**config.mk**
```make
export PLATFORM = sky130hd
export DESIGN_NAME = core_hotplug_governor
export DESIGN_NICKNAME = d
export VERILOG_FILES = /design/src/hw/rtl/chg_pkg.sv /design/src/hw/rtl/chg_lane.sv /design/src/hw/rtl/chg_merge.sv /design/src/hw/rtl/chg_div.sv /design/src/hw/rtl/core_hotplug_governor.sv
export SDC_FILE = /design/constraint.sdc
export NUM_CORES = 1
export LEC_CHECK = 0
export BUFFER_PORTS_ARGS = -buffer_cell sky130_fd_sc_hd__buf_4
export CAP_MARGIN = 0
export CORE_UTILIZATION = 45
export CTS_CLUSTER_DIAMETER = 150
export DETAILED_ROUTE_END_ITERATION = 7
export PLACE_DENSITY = 0.64
export SLEW_MARGIN = 20
export SYNTH_ARGS = -nofsm -noshare
export SYNTH_HDL_FRONTEND = slang
export SYNTH_HIERARCHICAL = 1
export SYNTH_SLANG_ARGS = --single-unit
```
**constraint.sdc**
```tcl
create_clock -name clk -period 19.9 [get_ports clk]
set_input_delay 3.98 -clock clk [delete_from_list [all_inputs] [get_ports clk]]
set_output_delay 3.98 -clock clk [all_outputs]
set_load 0.02 [all_outputs]
```
**src/hw/rtl/chg_pkg.sv**
```systemverilog
`timescale 1ns / 1ps
// ----------------------------------------------------------------------------
// chg_pkg
// Shared widths, codes, reset values and lane/merge types for the core
// hotplug governor.
// ----------------------------------------------------------------------------
package chg_pkg;

  localparam int LOAD_W   = 7;
  localparam int FREQ_W   = 22;
  localparam int TICK_W   = 6;
  localparam int LIM_W    = 3;
  localparam int CORE_MAX = 4;            // load fields and mask bits available
  localparam int SUM_W    = 9;            // CORE_MAX * 127 fits
  localparam int CNT_W    = 3;            // 0..CORE_MAX
  localparam int IDX_W    = 2;            // core index
  localparam int FUNC_W   = 2;
  localparam int ACT_W    = 2;
  localparam int REG_W    = 3;

  localparam logic [FUNC_W-1:0] FUNC_TICK  = 2'd0;
  localparam logic [FUNC_W-1:0] FUNC_OFF   = 2'd1;
  localparam logic [FUNC_W-1:0] FUNC_ON    = 2'd2;
  localparam logic [FUNC_W-1:0] FUNC_TOUCH = 2'd3;

  localparam logic [ACT_W-1:0] ACT_NONE   = 2'd0;
  localparam logic [ACT_W-1:0] ACT_ADD    = 2'd1;
  localparam logic [ACT_W-1:0] ACT_REMOVE = 2'd2;
  localparam logic [ACT_W-1:0] ACT_LIMITS = 2'd3;

  localparam logic [REG_W-1:0] REG_LOAD_THR  = 3'd0;
  localparam logic [REG_W-1:0] REG_MIN_CORES = 3'd1;
  localparam logic [REG_W-1:0] REG_UP_TICKS  = 3'd2;
  localparam logic [REG_W-1:0] REG_DN_TICKS  = 3'd3;
  localparam logic [REG_W-1:0] REG_OFF_CORES = 3'd4;
  localparam logic [REG_W-1:0] REG_OFF_FREQ  = 3'd5;
  localparam logic [REG_W-1:0] REG_SAVER     = 3'd6;

  localparam logic [LOAD_W-1:0] RST_LOAD_THR  = 7'd70;
  localparam logic [LIM_W-1:0]  RST_MIN_CORES = 3'd1;
  localparam logic [TICK_W-1:0] RST_UP_TICKS  = 6'd2;
  localparam logic [TICK_W-1:0] RST_DN_TICKS  = 6'd6;
  localparam logic [LIM_W-1:0]  RST_OFF_CORES = 3'd1;
  localparam logic [FREQ_W-1:0] RST_OFF_FREQ  = 22'd1190400;
  localparam logic [FREQ_W-1:0] RST_SAVER     = 22'd729600;
  localparam logic [FREQ_W-1:0] RST_MAX_FREQ  = 22'd2265600;

  localparam logic [LIM_W-1:0] LIM_SAVER_OFF = 3'd1;
  localparam logic [LIM_W-1:0] LIM_SAVER_ON  = 3'd2;
  localparam logic [CNT_W-1:0] TOUCH_CNT     = 3'd2;

  typedef struct packed {
    logic              on;
    logic              cand;
    logic [LOAD_W-1:0] load;
    logic [FREQ_W-1:0] freq;
  } chg_lane_t;

  typedef struct packed {
    logic [SUM_W-1:0] sum;
    logic [CNT_W-1:0] cnt;
    logic             found;
    logic [IDX_W-1:0] idx;
  } chg_merge_t;

  function automatic logic [CNT_W-1:0] pop4(input logic [CORE_MAX-1:0] m);
    logic [CNT_W-1:0] n;
    n = '0;
    for (int i = 0; i < CORE_MAX; i++) begin
      n = n + CNT_W'(m[i]);
    end
    return n;
  endfunction

endpackage

```
**src/hw/rtl/chg_lane.sv**
```systemverilog
`timescale 1ns / 1ps
// ----------------------------------------------------------------------------
// chg_lane
// Per-core lane: gates the core's load by its online bit and flags it as a
// removal candidate when it is online and removable.
// ----------------------------------------------------------------------------
module chg_lane
  import chg_pkg::*;
(
  input  logic              online,
  input  logic              removable,
  input  logic [LOAD_W-1:0] load,
  input  logic [FREQ_W-1:0] freq,
  output chg_lane_t         res
);

  assign res.on   = online;
  assign res.cand = online & removable;
  assign res.load = online ? load : '0;
  assign res.freq = freq;

endmodule

```
**src/hw/rtl/chg_merge.sv**
```systemverilog
`timescale 1ns / 1ps
// ----------------------------------------------------------------------------
// chg_merge
// Combines the lanes: load sum, online count and lowest-frequency candidate
// (lowest index wins a tie), registered.
// ----------------------------------------------------------------------------
module chg_merge
  import chg_pkg::*;
(
  input  logic       clk,
  input  logic       en,
  input  chg_lane_t  lanes [CORE_MAX],
  output chg_merge_t res
);

  chg_merge_t res_nxt;
  chg_merge_t res_r;
  logic [FREQ_W-1:0] best_f;

  always_comb begin
    res_nxt = '0;
    best_f  = '0;
    for (int i = 0; i < CORE_MAX; i++) begin
      res_nxt.sum = res_nxt.sum + SUM_W'(lanes[i].load);
      res_nxt.cnt = res_nxt.cnt + CNT_W'(lanes[i].on);
      if (lanes[i].cand && (!res_nxt.found || lanes[i].freq < best_f)) begin
        res_nxt.found = 1'b1;
        res_nxt.idx   = IDX_W'(i);
        best_f        = lanes[i].freq;
      end
    end
  end

  always_ff @(posedge clk) begin
    if (en) begin
      res_r <= res_nxt;
    end
  end

  assign res = res_r;

endmodule

```
**src/hw/rtl/chg_div.sv**
```systemverilog
`timescale 1ns / 1ps
// ----------------------------------------------------------------------------
// chg_div
// Restoring divider, one quotient bit per cycle, for the mean load.
// A zero divisor gives a zero quotient.
// ----------------------------------------------------------------------------
module chg_div
  import chg_pkg::*;
(
  input  logic             clk,
  input  logic             rst_n,
  input  logic             start,
  input  logic [SUM_W-1:0] dividend,
  input  logic [CNT_W-1:0] divisor,
  output logic             done,
  output logic [SUM_W-1:0] quotient
);

  localparam int STEP_W = $clog2(SUM_W + 1);

  logic [STEP_W-1:0] step_r;
  logic              busy_r;
  logic              done_r;
  logic [SUM_W-1:0]  quo_r;
  logic [CNT_W-1:0]  rem_r;
  logic [CNT_W-1:0]  dsr_r;
  logic [CNT_W:0]    shifted;
  logic [CNT_W:0]    trial;

  assign shifted = {rem_r, quo_r[SUM_W-1]};
  assign trial   = shifted - {1'b0, dsr_r};

  always_ff @(posedge clk) begin
    if (!rst_n) begin
      busy_r <= 1'b0;
      done_r <= 1'b0;
      step_r <= '0;
    end else begin
      done_r <= 1'b0;
      if (start) begin
        busy_r <= 1'b1;
        step_r <= STEP_W'(SUM_W);
      end else if (busy_r) begin
        step_r <= step_r - 1'b1;
        if (step_r == STEP_W'(1)) begin
          busy_r <= 1'b0;
          done_r <= 1'b1;
        end
      end
    end
  end

  always_ff @(posedge clk) begin
    if (start) begin
      quo_r <= dividend;
      rem_r <= '0;
      dsr_r <= divisor;
    end else if (busy_r) begin
      if (shifted >= {1'b0, dsr_r}) begin
        rem_r <= trial[CNT_W-1:0];
        quo_r <= {quo_r[SUM_W-2:0], 1'b1};
      end else begin
        rem_r <= shifted[CNT_W-1:0];
        quo_r <= {quo_r[SUM_W-2:0], 1'b0};
      end
    end
  end

  assign done     = done_r;
  assign quotient = (dsr_r == '0) ? '0 : quo_r;

endmodule

```
**src/hw/rtl/core_hotplug_governor.sv**
```systemverilog
`timescale 1ns / 1ps
// ----------------------------------------------------------------------------
// core_hotplug_governor
// Hotplug governor: per-core lanes, a merge stage and a serial divider
// decide which core goes on or off line and what frequency cap applies.
// ----------------------------------------------------------------------------
// Flow: the input transfer is captured, the lanes feed the merge register,
// the divider is loaded and runs, and the result is committed to the output
// register once it is free. One item at a time: in_stall is high outside idle.
// The mean load comes from the bit-serial divider (one quotient bit per cycle).
// Reset (synchronous, rst_n low): all managed cores online, timers zero,
// core limits at the core count, caps at 2265600 kHz, registers at defaults.
// ----------------------------------------------------------------------------
module core_hotplug_governor
  import chg_pkg::*;
#(
  parameter int NUM_CORES = 4
) (
  input  logic              clk,
  input  logic              rst_n,
  // input item channel
  input  logic              in_valid,
  output logic              in_stall,
  input  logic [FUNC_W-1:0] in_func,
  input  logic [LOAD_W-1:0] in_load_0,
  input  logic [LOAD_W-1:0] in_load_1,
  input  logic [LOAD_W-1:0] in_load_2,
  input  logic [LOAD_W-1:0] in_load_3,
  input  logic [FREQ_W-1:0] in_freq_1,
  input  logic [FREQ_W-1:0] in_freq_2,
  input  logic [FREQ_W-1:0] in_freq_3,
  input  logic [FREQ_W-1:0] in_policy_max,
  // result channel
  output logic              out_valid,
  input  logic              out_stall,
  output logic [CORE_MAX-1:0] out_online_mask,
  output logic [FREQ_W-1:0] out_freq_cap,
  output logic [ACT_W-1:0]  out_action,
  output logic [LOAD_W-1:0] out_mean_load,
  // configuration write channel
  input  logic              cfg_valid,
  output logic              cfg_ready,
  input  logic [REG_W-1:0]  cfg_index,
  input  logic [FREQ_W-1:0] cfg_data
);

  // Only four cores have load fields and mask bits.
  localparam int CORES = (NUM_CORES > CORE_MAX) ? CORE_MAX : NUM_CORES;
  localparam logic [CORE_MAX-1:0] ALL_MASK = CORE_MAX'((1 << CORES) - 1);
  localparam logic [LIM_W-1:0]    CORES_LIM = LIM_W'(CORES);

  // sequencer codes
  localparam logic [2:0] S_IDLE  = 3'd0;  // waiting for an input transfer
  localparam logic [2:0] S_MERGE = 3'd1;  // lanes and merge register
  localparam logic [2:0] S_START = 3'd2;  // load the divider
  localparam logic [2:0] S_WAIT  = 3'd3;  // divider running
  localparam logic [2:0] S_DONE  = 3'd4;  // commit state, fill output

  logic [2:0] state_r, state_nxt;

  // configuration registers
  logic [LOAD_W-1:0] load_thr_r;
  logic [LIM_W-1:0]  min_cores_r;
  logic [TICK_W-1:0] up_ticks_r;
  logic [TICK_W-1:0] dn_ticks_r;
  logic [LIM_W-1:0]  off_cores_r;
  logic [FREQ_W-1:0] off_freq_r;
  logic [FREQ_W-1:0] saver_r;

  // governor state
  logic [CORES-1:0]  online_r;
  logic [TICK_W-1:0] up_cnt_r, up_cnt_nxt;
  logic [TICK_W-1:0] dn_cnt_r, dn_cnt_nxt;
  logic [LIM_W-1:0]  lim_r, lim_nxt;
  logic [LIM_W-1:0]  slim_r, slim_nxt;
  logic              flag_r, flag_nxt;
  logic [FREQ_W-1:0] smax_r, smax_nxt;
  logic [FREQ_W-1:0] cap_r, cap_nxt;
  logic [CORE_MAX-1:0] online_nxt;

  // captured item
  logic [FUNC_W-1:0] itm_func_r;
  logic [LOAD_W-1:0] itm_load_r [CORE_MAX];
  logic [FREQ_W-1:0] itm_freq_r [CORE_MAX];
  logic [FREQ_W-1:0] itm_pmax_r;

  // output register
  logic                out_valid_r;
  logic [CORE_MAX-1:0] out_mask_r;
  logic [FREQ_W-1:0]   out_cap_r;
  logic [ACT_W-1:0]    out_act_r;
  logic [LOAD_W-1:0]   out_mean_r;

  logic [ACT_W-1:0]    act_nxt;
  logic [LOAD_W-1:0]   mean_nxt;

  logic accept;
  logic out_free;
  logic commit;

  chg_lane_t  lane_res [CORE_MAX];
  chg_merge_t mrg;
  logic             div_done;
  logic [SUM_W-1:0] div_q;

  logic [CORE_MAX-1:0] online_pad;
  logic [CNT_W-1:0]    cnt_on;
  logic                add_found;
  logic [CORE_MAX-1:0] add_mask;

  assign accept    = in_valid & ~in_stall;
  assign in_stall  = (state_r != S_IDLE);
  assign out_free  = ~out_valid_r | ~out_stall;
  assign commit    = (state_r == S_DONE) & out_free;
  assign cfg_ready = 1'b1;

  assign online_pad = CORE_MAX'(online_r);
  assign cnt_on     = pop4(online_pad);

  // ---------------------------------------------------------------- sequencer
  always_comb begin
    state_nxt = state_r;
    unique case (state_r)
      S_IDLE:  if (accept) state_nxt = S_MERGE;
      S_MERGE: state_nxt = S_START;
      S_START: state_nxt = S_WAIT;
      S_WAIT:  if (div_done) state_nxt = S_DONE;
      S_DONE:  if (out_free) state_nxt = S_IDLE;
      default: state_nxt = S_IDLE;
    endcase
  end

  always_ff @(posedge clk) begin
    if (!rst_n) begin
      state_r <= S_IDLE;
    end else begin
      state_r <= state_nxt;
    end
  end

  // ------------------------------------------------------------ item capture
  always_ff @(posedge clk) begin
    if (accept) begin
      itm_func_r    <= in_func;
      itm_load_r[0] <= in_load_0;
      itm_load_r[1] <= in_load_1;
      itm_load_r[2] <= in_load_2;
      itm_load_r[3] <= in_load_3;
      itm_freq_r[0] <= '0;       // core 0 is never removed
      itm_freq_r[1] <= in_freq_1;
      itm_freq_r[2] <= in_freq_2;
      itm_freq_r[3] <= in_freq_3;
      itm_pmax_r    <= in_policy_max;
    end
  end

  // ------------------------------------------------------- lanes and merge
  for (genvar g = 0; g < CORE_MAX; g++) begin : g_lane
    if (g < CORES) begin : g_on
      chg_lane u_lane (
        .online    (online_pad[g]),
        .removable (g != 0),
        .load      (itm_load_r[g]),
        .freq      (itm_freq_r[g]),
        .res       (lane_res[g])
      );
    end else begin : g_off
      assign lane_res[g] = '0;
    end
  end

  chg_merge u_merge (
    .clk   (clk),
    .en    (state_r == S_MERGE),
    .lanes (lane_res),
    .res   (mrg)
  );

  chg_div u_div (
    .clk      (clk),
    .rst_n    (rst_n),
    .start    (state_r == S_START),
    .dividend (mrg.sum),
    .divisor  (mrg.cnt),
    .done     (div_done),
    .quotient (div_q)
  );

  // lowest-numbered offline core
  always_comb begin
    add_found = 1'b0;
    add_mask  = online_pad;
    for (int i = 0; i < CORE_MAX; i++) begin
      if (ALL_MASK[i] && !online_pad[i] && !add_found) begin
        add_found   = 1'b1;
        add_mask[i] = 1'b1;
      end
    end
  end

  // -------------------------------------------------------- event decision
  always_comb begin
    logic [TICK_W-1:0] up_c;
    logic [TICK_W-1:0] dn_c;
    logic [LIM_W-1:0]  lim_v;
    online_nxt = online_pad;
    up_cnt_nxt = up_cnt_r;
    dn_cnt_nxt = dn_cnt_r;
    lim_nxt    = lim_r;
    slim_nxt   = slim_r;
    flag_nxt   = flag_r;
    smax_nxt   = smax_r;
    cap_nxt    = cap_r;
    act_nxt    = ACT_NONE;
    mean_nxt   = '0;
    up_c       = (up_cnt_r < up_ticks_r) ? up_cnt_r + 1'b1 : up_cnt_r;
    dn_c       = (dn_cnt_r < dn_ticks_r) ? dn_cnt_r + 1'b1 : dn_cnt_r;
    lim_v      = '0;
    case (itm_func_r)
      FUNC_TICK: begin
        mean_nxt   = div_q[LOAD_W-1:0];
        up_cnt_nxt = up_c;
        dn_cnt_nxt = dn_c;
        if (mean_nxt >= load_thr_r && up_c >= up_ticks_r) begin
          up_cnt_nxt = '0;
          dn_cnt_nxt = '0;
          if (LIM_W'(cnt_on) < lim_r && add_found) begin
            online_nxt = add_mask;
            act_nxt    = ACT_ADD;
          end
        end else if (dn_c >= dn_ticks_r) begin
          up_cnt_nxt = '0;
          dn_cnt_nxt = '0;
          if (LIM_W'(cnt_on) > min_cores_r && mrg.found) begin
            online_nxt[mrg.idx] = 1'b0;
            act_nxt             = ACT_REMOVE;
          end
        end
      end
      FUNC_OFF: begin
        smax_nxt = itm_pmax_r;
        if (itm_pmax_r == saver_r) begin
          cap_nxt  = saver_r;
          lim_v    = LIM_SAVER_OFF;
          flag_nxt = 1'b1;
        end else begin
          cap_nxt = off_freq_r;
          if (slim_r > lim_r && flag_r) begin
            flag_nxt = 1'b0;
          end else begin
            slim_nxt = lim_r;
          end
          lim_v = off_cores_r;
        end
        lim_nxt = lim_v;
        // drop cores from core 1 upward until within the new limit
        for (int i = 1; i < CORE_MAX; i++) begin
          if (LIM_W'(pop4(online_nxt)) > lim_v) begin
            online_nxt[i] = 1'b0;
          end
        end
        act_nxt = ACT_LIMITS;
      end
      FUNC_ON: begin
        if (smax_r == saver_r) begin
          cap_nxt = saver_r;
          lim_v   = LIM_SAVER_ON;
        end else begin
          cap_nxt = smax_r;
          lim_v   = slim_r;
        end
        lim_nxt = lim_v;
        // bring cores back from core 0 upward up to the limit
        for (int i = 0; i < CORE_MAX; i++) begin
          if (ALL_MASK[i] && !online_nxt[i] && LIM_W'(pop4(online_nxt)) < lim_v) begin
            online_nxt[i] = 1'b1;
          end
        end
        dn_cnt_nxt = '0;
        act_nxt    = ACT_LIMITS;
      end
      default: begin
        // touch report: add a core only while fewer than two are online
        if (cnt_on < TOUCH_CNT) begin
          up_cnt_nxt = '0;
          dn_cnt_nxt = '0;
          if (LIM_W'(cnt_on) < lim_r && add_found) begin
            online_nxt = add_mask;
            act_nxt    = ACT_ADD;
          end
        end
      end
    endcase
  end

  // ---------------------------------------------------------- state commit
  always_ff @(posedge clk) begin
    if (!rst_n) begin
      online_r <= ALL_MASK[CORES-1:0];
      up_cnt_r <= '0;
      dn_cnt_r <= '0;
      lim_r    <= CORES_LIM;
      slim_r   <= CORES_LIM;
      flag_r   <= 1'b0;
      smax_r   <= RST_MAX_FREQ;
      cap_r    <= RST_MAX_FREQ;
    end else if (commit) begin
      online_r <= online_nxt[CORES-1:0];
      up_cnt_r <= up_cnt_nxt;
      dn_cnt_r <= dn_cnt_nxt;
      lim_r    <= lim_nxt;
      slim_r   <= slim_nxt;
      flag_r   <= flag_nxt;
      smax_r   <= smax_nxt;
      cap_r    <= cap_nxt;
    end
  end

  // -------------------------------------------------------- output register
  always_ff @(posedge clk) begin
    if (!rst_n) begin
      out_valid_r <= 1'b0;
    end else if (commit) begin
      out_valid_r <= 1'b1;
    end else if (out_valid_r && !out_stall) begin
      out_valid_r <= 1'b0;
    end
  end

  always_ff @(posedge clk) begin
    if (commit) begin
      out_mask_r <= online_nxt & ALL_MASK;
      out_cap_r  <= cap_nxt;
      out_act_r  <= act_nxt;
      out_mean_r <= mean_nxt;
    end
  end

  assign out_valid       = out_valid_r;
  assign out_online_mask = out_mask_r;
  assign out_freq_cap    = out_cap_r;
  assign out_action      = out_act_r;
  assign out_mean_load   = out_mean_r;

  // ------------------------------------------------------ configuration
  always_ff @(posedge clk) begin
    if (!rst_n) begin
      load_thr_r  <= RST_LOAD_THR;
      min_cores_r <= RST_MIN_CORES;
      up_ticks_r  <= RST_UP_TICKS;
      dn_ticks_r  <= RST_DN_TICKS;
      off_cores_r <= RST_OFF_CORES;
      off_freq_r  <= RST_OFF_FREQ;
      saver_r     <= RST_SAVER;
    end else if (cfg_valid && cfg_ready) begin
      unique case (cfg_index)
        REG_LOAD_THR:  load_thr_r  <= cfg_data[LOAD_W-1:0];
        REG_MIN_CORES: min_cores_r <= cfg_data[LIM_W-1:0];
        REG_UP_TICKS:  up_ticks_r  <= cfg_data[TICK_W-1:0];
        REG_DN_TICKS:  dn_ticks_r  <= cfg_data[TICK_W-1:0];
        REG_OFF_CORES: off_cores_r <= cfg_data[LIM_W-1:0];
        REG_OFF_FREQ:  off_freq_r  <= cfg_data;
        REG_SAVER:     saver_r     <= cfg_data;
        default: ;     // unmapped index: transfer dropped
      endcase
    end
  end

endmodule
```
==> run_results.csv <==
group,metric,value,unit
status,status,"finished, final reports clean",
pwr,report.power.total,1870,uW
placed_design,gp_congestion,0.891,
cells_and_area,diodes,0,
sta,setup-tns-final,0,ns
cells_and_area,instances_no_fill,2432,
worst_setup_path,critical_path.startpoint,"saver_r[10]",
cts,clock-sinks,329,
cells_and_area,fin_nets,2196,
worst_setup_path,crit_slowest_cell,"nor4_1",
cts,cts_tree,"done",
worst_setup_path,cp_slowest_stage_delay,0.79,ns
sta,setup_slack,11.69,ns
pwr,intPower,1350,uW
route,postRouteAntennaNets,0,
worst_hold_path,hold_class,"flip-flop to flip-flop",
cells_and_area,drive_gt1_share,15.8,%
cts,root_buffer,"clkbuf_16",
route,wl_met2,20.6,mm
global_routing,grt_usage,21.2,%
sta,relSlewSlack,23.7,%
worst_setup_path,rr_startpoint,"saver_r[10]",
pwr,p_leak,0.00825,uW
route,drt-pass1-iter-count,5,
sta,fin_skew,0.0255,ns
pwr,p_per_area,90.5,mW/mm2
logic_synthesis,postSynthCellCount,1782,
worst_hold_path,min_from,"u_merge/res[5]",
global_routing,gr-total-overflow,0,
sta,rsz0062_at_grt,"false",
route,routedWlPerCell,17.9,um
pwr,power.share.clock,36.8,%
cells_and_area,syn_to_final_growth,13.7,%
worst_setup_path,path_delay_family,"adder cells",
pwr,sw_frac_of_total,28.0,%
floorplanning,die_w,203,um
global_routing,grt_antenna_before_repair,1,
global_routing,grt_max_degree,67,
route,wl_met1,19.3,mm
sta,worst_pin_slew,1.14,ns
logic_synthesis,syn_area,0.0182,mm2
sta,max_freq,0.122,GHz
floorplanning,core,0.0398,mm2
route,vias,13124,
sta,final_hold_viol_count,0,
route,wl,43.5,mm
route,drt_iter0_drc,1001,
floorplanning,die_y,203,um
cts,post_cts_buffers,0,
cts,clockBufferDepth,3,
sta,fin_crit,8.21,ns
global_routing,grt_pass1_vias,12902,
worst_setup_path,cpMostUsedCell,"ha_1",
floorplanning,rows,73,
sta,finalSetupViolations,0,
pwr,seq_power_share,42.3,%
floorplanning,start_util,45.7,%
sta,drv_slew,0,
floorplanning,io_pins,186,
cts,postCtsHoldBufs,0,
sta,fin_crit_sh,41.3,%
route,drc,0,
route,highest_layer,"met5",
pwr,ir_drop,0.0000696,V
cts,clkTransAtPathRegs,0.06,ns
worst_setup_path,critPathArrivalTime,8.52,ns
pwr,switchingPower,524,uW
placed_design,hpwl,31.3,mm
route,wl_met3,2.53,mm
route,via_per_inst,5.40,
worst_setup_path,critPathBufInv,1,
placed_design,pre_cts_ws,11.73,ns
logic_synthesis,synth_area_per_cell,10.2,um2
floorplanning,dieArea,0.0412,mm2
global_routing,grt_pass1_wl,69.0,mm
logic_synthesis,yosys_warnings,6,
cts,h-tree-depth,2,
placed_design,dp_cells,2366,
job,cap_viol_max_count,0,
worst_setup_path,crit_fanout,11,
pwr,comb_power_share,20.9,%
cts,clk_latency,0.57,ns
worst_setup_path,cp-end-kind,"flip-flop",
placed_design,portBuffers,184,
cts,cts_made_buffers,36,
cts,ctsResizeCount,0,
worst_setup_path,required,20.21,ns
worst_setup_path,path_class,"flip-flop to flip-flop",
worst_setup_path,crit_path_start_kind,"flip-flop",
## registers in the layout, indices dropped and copies added (netlist names), 15 cells and up
name	cells
cap_r	22
itm_freq_r	66
itm_load_r	28
itm_pmax_r	22
off_freq_r	22
out_freq_cap	22
saver_r	22
smax_r	22
u_merge/res	15
## path summary, 6_finish.rpt
check / endpoint / slack, ns / cells after the start
worst max-delay path: out_online_mask[3] / 11.69 / 32
worst min register to register: u_div/dsr_r[2] / 0.42 / 0
worst max register to register: out_online_mask[3] / 11.69 / 32
worst min-delay path: u_div/dsr_r[2] / 0.42 / 0
## cell type report
class / instances / area, um2
Clock inverter: 20 / 240
Fill cell: 3555 / 19100
Tap cell: 525 / 657
Timing Repair Buffer: 197 / 1480
Multi-Input combinational cell: 1214 / 8560
Sequential cell: 329 / 8390
Inverter: 101 / 379
Clock buffer: 46 / 980
## stage by stage
step                instance area, um2  util, %  hold WS [ns]
finish                           20700     51.9         0.416
global route                     20700     51.9         0.428
CTS                              20700     51.9         0.419
detailed placement               19500     48.9         0.408
global placement                 19500     48.9         0.405
floorplan                        18300        -         0.400
## routing by layer
layer | track usage, % | vias to the layer above
li1 | - | 6431
met3 | 4.24 | 76
met5 | 0 | -
met4 | 6.69 | 2
met2 | 34.8 | 358
met1 | 28.2 | 6257
## cell usage in the layout, fill, tap and decap left out, types with 10 or more instances in the layout
master and count:
xor2_1 10, nand4_1 22, nor2b_1 18, o21ai_0 23, o21ai_1 27, clkbuf_16 37
edfxtp_1 180, nor3_1 17, nand2_1 199, conb_1 27, fa_1 22, nand2b_1 17
a31oi_1 13, ha_1 146, and2_1 41, nand3_1 53, mux2_1 21, xnor2_1 48
and3_1 10, a211oi_1 17, o211ai_1 13, mux2_2 33, mux2i_1 19, nor2_1 94
dfxtp_1 149, a21oi_1 157, a21o_1 26, buf_4 197, a22oi_1 23, inv_1 98
## power by group through the flow
stage / Sequential, uW / Combinational, uW / Clock (uW)
after floorplan: 796 / 302 / 0
after global placement: 805 / 374 / 0
after detailed placement: 806 / 388 / 0
after CTS: 792 / 391 / 704
after global routing: 795 / 445 / 731
final: 791 / 392 / 689
(Power assumes the default switching activity.)
